==> src/hw/rtl/cah_pkg.sv <==
// Shared types and constants for the circular angle histogram.
package cah_pkg;

  localparam int unsigned ANGLE_W  = 16;
  localparam int unsigned WEIGHT_W = 32;
  localparam int unsigned SUM_W    = 48;
  localparam int unsigned BIDX_W   = 6;
  localparam int unsigned COUNT_W  = 7;
  localparam int unsigned SHIFT_W  = 9;
  localparam int unsigned CFG_IDX_W  = 2;
  localparam int unsigned CFG_DATA_W = 9;

  // configuration register indexes
  localparam logic [CFG_IDX_W-1:0] CFG_BIN_COUNT = 2'd0;
  localparam logic [CFG_IDX_W-1:0] CFG_BIN_SHIFT = 2'd1;

  // commands
  localparam logic CMD_ADD  = 1'b0;
  localparam logic CMD_READ = 1'b1;

  localparam logic [COUNT_W-1:0] BIN_COUNT_RST = 7'd64;
  localparam logic [SHIFT_W-1:0] BIN_SHIFT_RST = 9'd0;

  localparam logic signed [SUM_W-1:0] SUM_MAX = {1'b0, {(SUM_W-1){1'b1}}};
  localparam logic signed [SUM_W-1:0] SUM_MIN = {1'b1, {(SUM_W-1){1'b0}}};

  typedef struct packed {
    logic                       command;
    logic [ANGLE_W-1:0]         angle_turn;
    logic signed [WEIGHT_W-1:0] weight;
  } cmd_t;

  typedef struct packed {
    logic [BIDX_W-1:0]       bin_index;
    logic signed [SUM_W-1:0] bin_total;
    logic                    saturated;
  } res_t;

endpackage

==> src/hw/rtl/circular_angle_histogram.sv <==
// Circular angle histogram: angle to bin mapping and saturating bin accumulator.
//
// Each command beat (start high while busy is low) carries an angle as a
// 16-bit fraction of a full turn, a command (add or read) and a signed 32-bit
// weight. The angle maps to bin floor(angle * N / 65536 + shift / 256) wrapped
// into [0, N), where N is bin_count (0 reads as 1, values above MAX_BINS read
// as MAX_BINS) and shift is the signed 9-bit bin_shift in 1/256 bin units.
// An add saturates the bin's 48-bit signed sum and flags saturation; a read
// leaves it unchanged. Every command gives exactly one result beat, shown for
// one cycle with res_strobe_o; the receiver cannot stall it. A command can be
// accepted every cycle while busy is low; its result passes in turn through
// the input register, the index plus memory read and the accumulate plus
// result register. Back-to-back hits on the same bin are forwarded from the
// result register, so there is no hazard stall. After reset the block runs a
// clearing pass over the sum memory, one entry per cycle, with busy high;
// configuration writes are taken at all times (cfg_ready_o is always high)
// but must only change while no command is in flight.
module circular_angle_histogram #(
  parameter int unsigned MAX_BINS = 64
) (
  input  logic                           clk_i,
  input  logic                           rst_ni,
  input  logic                           start,
  output logic                           busy,
  input  cah_pkg::cmd_t                  cmd_i,
  output logic                           res_strobe_o,
  output cah_pkg::res_t                  res_o,
  input  logic                           cfg_valid_i,
  output logic                           cfg_ready_o,
  input  logic [cah_pkg::CFG_IDX_W-1:0]  cfg_index_i,
  input  logic [cah_pkg::CFG_DATA_W-1:0] cfg_data_i
);

  localparam int unsigned IDX_W = (MAX_BINS > 1) ? $clog2(MAX_BINS) : 1;

  // ---------------- configuration registers ----------------
  logic [cah_pkg::COUNT_W-1:0] bin_count_q;
  logic [cah_pkg::SHIFT_W-1:0] bin_shift_q;

  assign cfg_ready_o = 1'b1;

  always_ff @(posedge clk_i or negedge rst_ni) begin
    if (!rst_ni) begin
      bin_count_q <= cah_pkg::BIN_COUNT_RST;
      bin_shift_q <= cah_pkg::BIN_SHIFT_RST;
    end else if (cfg_valid_i && cfg_ready_o) begin
      unique case (cfg_index_i)
        cah_pkg::CFG_BIN_COUNT: bin_count_q <= cfg_data_i[cah_pkg::COUNT_W-1:0];
        cah_pkg::CFG_BIN_SHIFT: bin_shift_q <= cfg_data_i[cah_pkg::SHIFT_W-1:0];
        default: ;
      endcase
    end
  end

  // Active bin count: zero reads as one, clamp at MAX_BINS.
  logic [cah_pkg::COUNT_W-1:0] nbins;
  always_comb begin
    if (bin_count_q == '0) begin
      nbins = cah_pkg::COUNT_W'(1);
    end else if (32'(bin_count_q) > MAX_BINS) begin
      nbins = cah_pkg::COUNT_W'(MAX_BINS);
    end else begin
      nbins = bin_count_q;
    end
  end

  // ---------------- clearing pass after reset ----------------
  logic             clearing_q;
  logic [IDX_W-1:0] clr_addr_q;

  always_ff @(posedge clk_i or negedge rst_ni) begin
    if (!rst_ni) begin
      clearing_q <= 1'b1;
      clr_addr_q <= '0;
    end else if (clearing_q) begin
      if (clr_addr_q == IDX_W'(MAX_BINS - 1)) begin
        clearing_q <= 1'b0;
      end
      clr_addr_q <= clr_addr_q + IDX_W'(1);
    end
  end

  assign busy = clearing_q;

  // ---------------- stage 0: input register ----------------
  logic          s0_valid_q;
  cah_pkg::cmd_t s0_q;
  logic          accept;

  assign accept = start && !busy;

  always_ff @(posedge clk_i or negedge rst_ni) begin
    if (!rst_ni) begin
      s0_valid_q <= 1'b0;
    end else begin
      s0_valid_q <= accept;
    end
  end

  always_ff @(posedge clk_i) begin
    if (accept) begin
      s0_q <= cmd_i;
    end
  end

  // ---------------- stage 0 logic: angle to bin ----------------
  // Position in 1/65536 bin units, biased up by one bin so it never goes
  // negative; the top byte is floor(position) + 1, in [0, N + 1].
  logic [cah_pkg::SHIFT_W-1:0] biased_shift;
  logic [23:0]                 pos;
  logic [8:0]                  wrap_sum;
  logic [8:0]                  n_ext;
  logic [8:0]                  bin_full;
  logic [IDX_W-1:0]            s0_addr;

  always_comb begin
    biased_shift = {~bin_shift_q[cah_pkg::SHIFT_W-1], bin_shift_q[cah_pkg::SHIFT_W-2:0]};
    pos          = 24'(s0_q.angle_turn) * 24'(nbins) + {7'd0, biased_shift, 8'd0};
    n_ext        = 9'(nbins);
    wrap_sum     = {1'b0, pos[23:16]} + n_ext - 9'd1;
    // wrap_sum lies in [N - 1, 2N]
    if (wrap_sum >= {n_ext[7:0], 1'b0}) begin
      bin_full = wrap_sum - {n_ext[7:0], 1'b0};
    end else if (wrap_sum >= n_ext) begin
      bin_full = wrap_sum - n_ext;
    end else begin
      bin_full = wrap_sum;
    end
    s0_addr = IDX_W'(bin_full);
  end

  // ---------------- sum memory ----------------
  logic [cah_pkg::SUM_W-1:0] mem_q [MAX_BINS];
  logic [cah_pkg::SUM_W-1:0] rd_data_q;
  logic                      wr_en;
  logic [IDX_W-1:0]          wr_addr;
  logic [cah_pkg::SUM_W-1:0] wr_data;

  always_ff @(posedge clk_i) begin
    if (wr_en) begin
      mem_q[wr_addr] <= wr_data;
    end
    rd_data_q <= mem_q[s0_addr];
  end

  // ---------------- stage 1: accumulate ----------------
  logic                              s1_valid_q;
  logic                              s1_cmd_q;
  logic signed [cah_pkg::WEIGHT_W-1:0] s1_weight_q;
  logic [IDX_W-1:0]                  s1_addr_q;
  logic [cah_pkg::BIDX_W-1:0]        s1_bidx_q;

  always_ff @(posedge clk_i or negedge rst_ni) begin
    if (!rst_ni) begin
      s1_valid_q <= 1'b0;
    end else begin
      s1_valid_q <= s0_valid_q;
    end
  end

  always_ff @(posedge clk_i) begin
    s1_cmd_q    <= s0_q.command;
    s1_weight_q <= s0_q.weight;
    s1_addr_q   <= s0_addr;
    s1_bidx_q   <= bin_full[cah_pkg::BIDX_W-1:0];
  end

  // The item one ahead wrote its sum at the same edge this one read the
  // memory, so take its value from the result register on an address match.
  logic                       res_valid_q;
  cah_pkg::res_t              res_q;
  logic [IDX_W-1:0]           res_addr_q;
  logic signed [cah_pkg::SUM_W-1:0] old_sum;
  logic signed [cah_pkg::SUM_W:0]   raw_sum;
  logic signed [cah_pkg::SUM_W-1:0] new_sum;
  logic                       sat;

  always_comb begin
    if (res_valid_q && (res_addr_q == s1_addr_q)) begin
      old_sum = res_q.bin_total;
    end else begin
      old_sum = rd_data_q;
    end
    raw_sum = {old_sum[cah_pkg::SUM_W-1], old_sum}
            + (cah_pkg::SUM_W+1)'(s1_weight_q);
    sat     = 1'b0;
    new_sum = old_sum;
    if (s1_cmd_q == cah_pkg::CMD_ADD) begin
      if (raw_sum[cah_pkg::SUM_W] != raw_sum[cah_pkg::SUM_W-1]) begin
        sat     = 1'b1;
        new_sum = raw_sum[cah_pkg::SUM_W] ? cah_pkg::SUM_MIN : cah_pkg::SUM_MAX;
      end else begin
        new_sum = raw_sum[cah_pkg::SUM_W-1:0];
      end
    end
  end

  // write port: clearing pass or accumulate write-back
  always_comb begin
    if (clearing_q) begin
      wr_en   = 1'b1;
      wr_addr = clr_addr_q;
      wr_data = '0;
    end else begin
      wr_en   = s1_valid_q && (s1_cmd_q == cah_pkg::CMD_ADD);
      wr_addr = s1_addr_q;
      wr_data = new_sum;
    end
  end

  // ---------------- result register ----------------
  always_ff @(posedge clk_i or negedge rst_ni) begin
    if (!rst_ni) begin
      res_valid_q <= 1'b0;
    end else begin
      res_valid_q <= s1_valid_q;
    end
  end

  always_ff @(posedge clk_i) begin
    if (s1_valid_q) begin
      res_q.bin_index <= s1_bidx_q;
      res_q.bin_total <= new_sum;
      res_q.saturated <= sat;
      res_addr_q      <= s1_addr_q;
    end
  end

  assign res_strobe_o = res_valid_q;
  assign res_o        = res_q;

  // ---------------- assertions ----------------
  // every accepted command produces a result beat on res_strobe_o
  assert property (@(posedge clk_i) disable iff (!rst_ni)
    accept |-> ##3 res_strobe_o)
    else $error("result beat missing after accepted command");

  // a read never reports saturation
  assert property (@(posedge clk_i) disable iff (!rst_ni)
    (s1_valid_q && (s1_cmd_q == cah_pkg::CMD_READ)) |=> !res_o.saturated)
    else $error("read command flagged saturation");

  // a saturated result sits on a limit
  assert property (@(posedge clk_i) disable iff (!rst_ni)
    (res_strobe_o && res_o.saturated) |->
      ((res_o.bin_total == cah_pkg::SUM_MAX) || (res_o.bin_total == cah_pkg::SUM_MIN)))
    else $error("saturated sum not at a limit");

  // no memory write-back while the clearing pass owns the port
  assert property (@(posedge clk_i) disable iff (!rst_ni)
    clearing_q |-> !s1_valid_q)
    else $error("command in flight during clearing pass");

endmodule

==> config.mk <==
export PLATFORM = sky130hd
export DESIGN_NAME = circular_angle_histogram
export DESIGN_NICKNAME = d
export VERILOG_FILES = /design/src/hw/rtl/cah_pkg.sv /design/src/hw/rtl/circular_angle_histogram.sv
export SDC_FILE = /design/constraint.sdc
export NUM_CORES = 2
export LEC_CHECK = 0
export ABC_AREA = 1
export BUFFER_PORTS_ARGS = -buffer_cell sky130_fd_sc_hd__clkbuf_2
export CAP_MARGIN = 20
export CORE_UTILIZATION = 40
export DETAILED_ROUTE_END_ITERATION = 10
export GPL_ROUTABILITY_DRIVEN = 0
export GPL_TIMING_DRIVEN = 0
export HOLD_SLACK_MARGIN = 0.12
export PLACE_DENSITY = 0.52
export REMOVE_ABC_BUFFERS = 1
export SYNTH_ARGS = -nofsm -noshare
export SYNTH_HDL_FRONTEND = slang
export SYNTH_SLANG_ARGS = --single-unit
==> constraint.sdc <==
create_clock -name clk_i -period 10.1 [get_ports clk_i]
set_input_delay 0.505 -clock clk_i [delete_from_list [all_inputs] [get_ports clk_i]]
set_output_delay 0.505 -clock clk_i [all_outputs]
set_load 0.05 [all_outputs]
==> results.yml <==
yosys:
  synth_area_per_cell_um2: 11.0
  synth.area.top_cells: "edfxtp_1 63%, nand3_1 11%, nand3b_1 6.5%, nand2_1 5.4%, inv_1 5.2%"
  synth.distinct_cells: 54
  synth_compound_area_frac: 0.0110
  ys_ff_latch: 3289
  synth_mux_area_frac: 0.0000749
  yosysWarningCount: 0
  synthSimpleGateAreaFrac: 0.232
  synth_seq_area_share: 0.650
  syn_area_mm2: 0.150
  synth_cells: 13700
  synth_top_area_share: 0.634
  synth_common_cells: "3176 x edfxtp_1, 3160 x nand3_1, 2177 x nand2_1"
  synth_edf_count: 3176
  synth_most_common_cell: "edfxtp_1"
  synth_top_family_by_area: "simple AND/OR/NAND/NOR gates"
  synthFlopType: "edfxtp_1"
  yosys.area_share.adder: 0.0211
  synth-xor-area-share: 0.00402
  async_flop_share: 0.00791
  yosysTopAreaCell: "edfxtp_1"
drt:
  antenna_left: 0
  met1_length_um: 218000
  wl_per_cell_um: 27.9
  route.met3.wl_um: 46600
  drcViolationCount: 0
  drt-vias-per-instance: 5.51
  vias: 107000
  drt_iter0_drc: 12600
  drtPass1Iterations: 8
  route.met2.wl_um: 249000
  wl_um: 542000
  dr.max_layer_used: "met5"
timing:
  setup_viol: 0
  tightest_slew_ps: 1110
  fin_crit_ps: 9940
  drv_slew: 0
  fin_crit_sh: 0.984
  fmax_ghz: 0.101
  maxSlewHeadroom: 0.251
  hold_ws_ps: 268
  finalHoldViolCount: 0
  fin_skew_ps: 81.8
  rsz0062_at_grt: "true"
floorplanning:
  core_area_mm2: 0.373
  initial_core_util: 0.403
  fp.dieArea_mm2: 0.379
  rows: 224
  num_io_pins: 122
  die_w_um: 615
  die_y_um: 615
grt:
  grt_max_degree: 131
  grt_pass1_wl_um: 748000
  track_usage: 0.275
  antenna_found_initial: 21
  grt_pass1_vias: 99500
  overflow: 0
critical_path:
  path_buf_inv: 15
  critPathTopFamily: "adder cells"
  path_class: "flip-flop to flip-flop"
  cp_slowest_cell: "dfstp_4"
  cp-end-kind: "flip-flop"
  slowest_delay_ps: 660
  crit_fanout: 46
  cpMostUsedCell: "nand2_1"
  start_kind: "flip-flop"
  reg2reg_slack_ps: 160
  cp_data_required_time_ps: 10920
  cp_data_arrival_time_ps: 10750
place:
  port_buffers: 120
  placedCellCount: 18500
  dp_hpwl_um: 321000
clock_tree:
  cts.htree.levels: 5
  clk_latency_ps: 990
  clock_sinks: 3289
  cts_tree: "built"
  cts_buffers: 359
  cts.clk_slew.worst_paths_ps: 60
  clockRootBuffer: "clkbuf_16"
  clk_path_buf_depth: 4
layout:
  area_delta_synth_final_pct: 20.7
  drive_above_1_share: 0.119
  final_nets: 14500
  fin_cells: 19500
run:
  drv_cap: 0
outcome:
  status: "complete, no violations"
worst_hold_path:
  worstHoldPathType: "input port to flip-flop"
[worst paths after layout]
| kind | from | end | cells after the start |
|---|---|---|---|
| max in group asynchronous | rst_ni | s1_valid_q | 2 |
| min | cmd_i[34] | s0_q[34] | 2 |
| max reg2reg | bin_count_q[6] | rd_data_q[2] | 48 |
| min reg2reg | s0_q[0] | s1_weight_q[0] | 0 |
| min in group asynchronous | rst_ni | bin_shift_q[4] | 2 |
| max | bin_count_q[6] | rd_data_q[2] | 48 |
[layer usage]
metal,global-route usage,vias up
met4,0.128,4
met1,0.368,53300
met2,0.441,4975
met3,0.0403,1116
met5,0,-
li1,-,48000
[sequential cells by signal (all words and copies together), names as in the netlist]
name / cells
clr_addr_q: 6
s1_cmd_q: 1
rd_data_q: 48
bin_count_q: 7
s1_bidx_q: 6
mem_q: 3072
s0_valid_q: 1
busy: 1
res_strobe_o: 1
res_addr_q: 6
bin_shift_q: 9
s1_weight_q: 32
res_o: 49
s0_q: 49
s1_valid_q: 1
[through the flow]
stage	cell area (µm²)	utilization	worst slack [ps]	TNS [ps]
3_5_place_dp	165000	0.441	-4070	-181220
6_report	182000	0.486	164	0
5_1_grt	182000	0.486	-38.5	-492
2_1_floorplan	146000	-	-65490	-3226800
4_1_cts	180000	0.481	-14.9	-25.7
3_3_place_gp	153000	0.409	-186880	-
[cell usage in the layout, fill, tap and decap left out, types with 80 or more instances in the layout]
master and instances:
edfxtp_1 3176, nand3_1 3093, nand2_1 2144, inv_1 2062
nand3b_1 1299, clkbuf_16 398, buf_12 264, buf_4 238
buf_16 177, nor2_1 131, clkbuf_2 120, ha_1 118
clkbuf_1 98, a21oi_1 97, dfxtp_1 86, fa_1 80
[final cells by class]
type	instances	area (µm²)
antenna	9	22.5
clock buffer	489	9860
clock inverter	157	1540
fill	33000	192000
inverter	2084	7910
multi-input combinational	7478	42300
sequential	3289	97800
tap	4972	6220
timing repair buffer	993	16000
timing repair inverter	4	37.5
[timing repair]
item / 4_1_cts / 5_1_grt
cloned: 64 / 34
endpoints found under the hold margin: 118 / 0
pin swaps: 31 / 48
hold buffers: 65 / 0
setup endpoints to repair: 53 / 48
resized for setup: 134 / 127
setup buffers: 81 / 64
[cells by family after synthesis]
| family | Yosys count |
|---|---|
| AO/OA/AOI/OAI | 296 |
| XOR/XNOR | 69 |
| adder cells (fa/ha/maj) | 205 |
| buffers and inverters | 2949 |
| flip-flops | 3289 |
| multiplexers | 1 |
| other | 1 |
| AND/OR/NAND/NOR | 6896 |
Power is not shown: default switching activity piles up to over one toggle a cycle in this logic, so the estimate is an artifact.
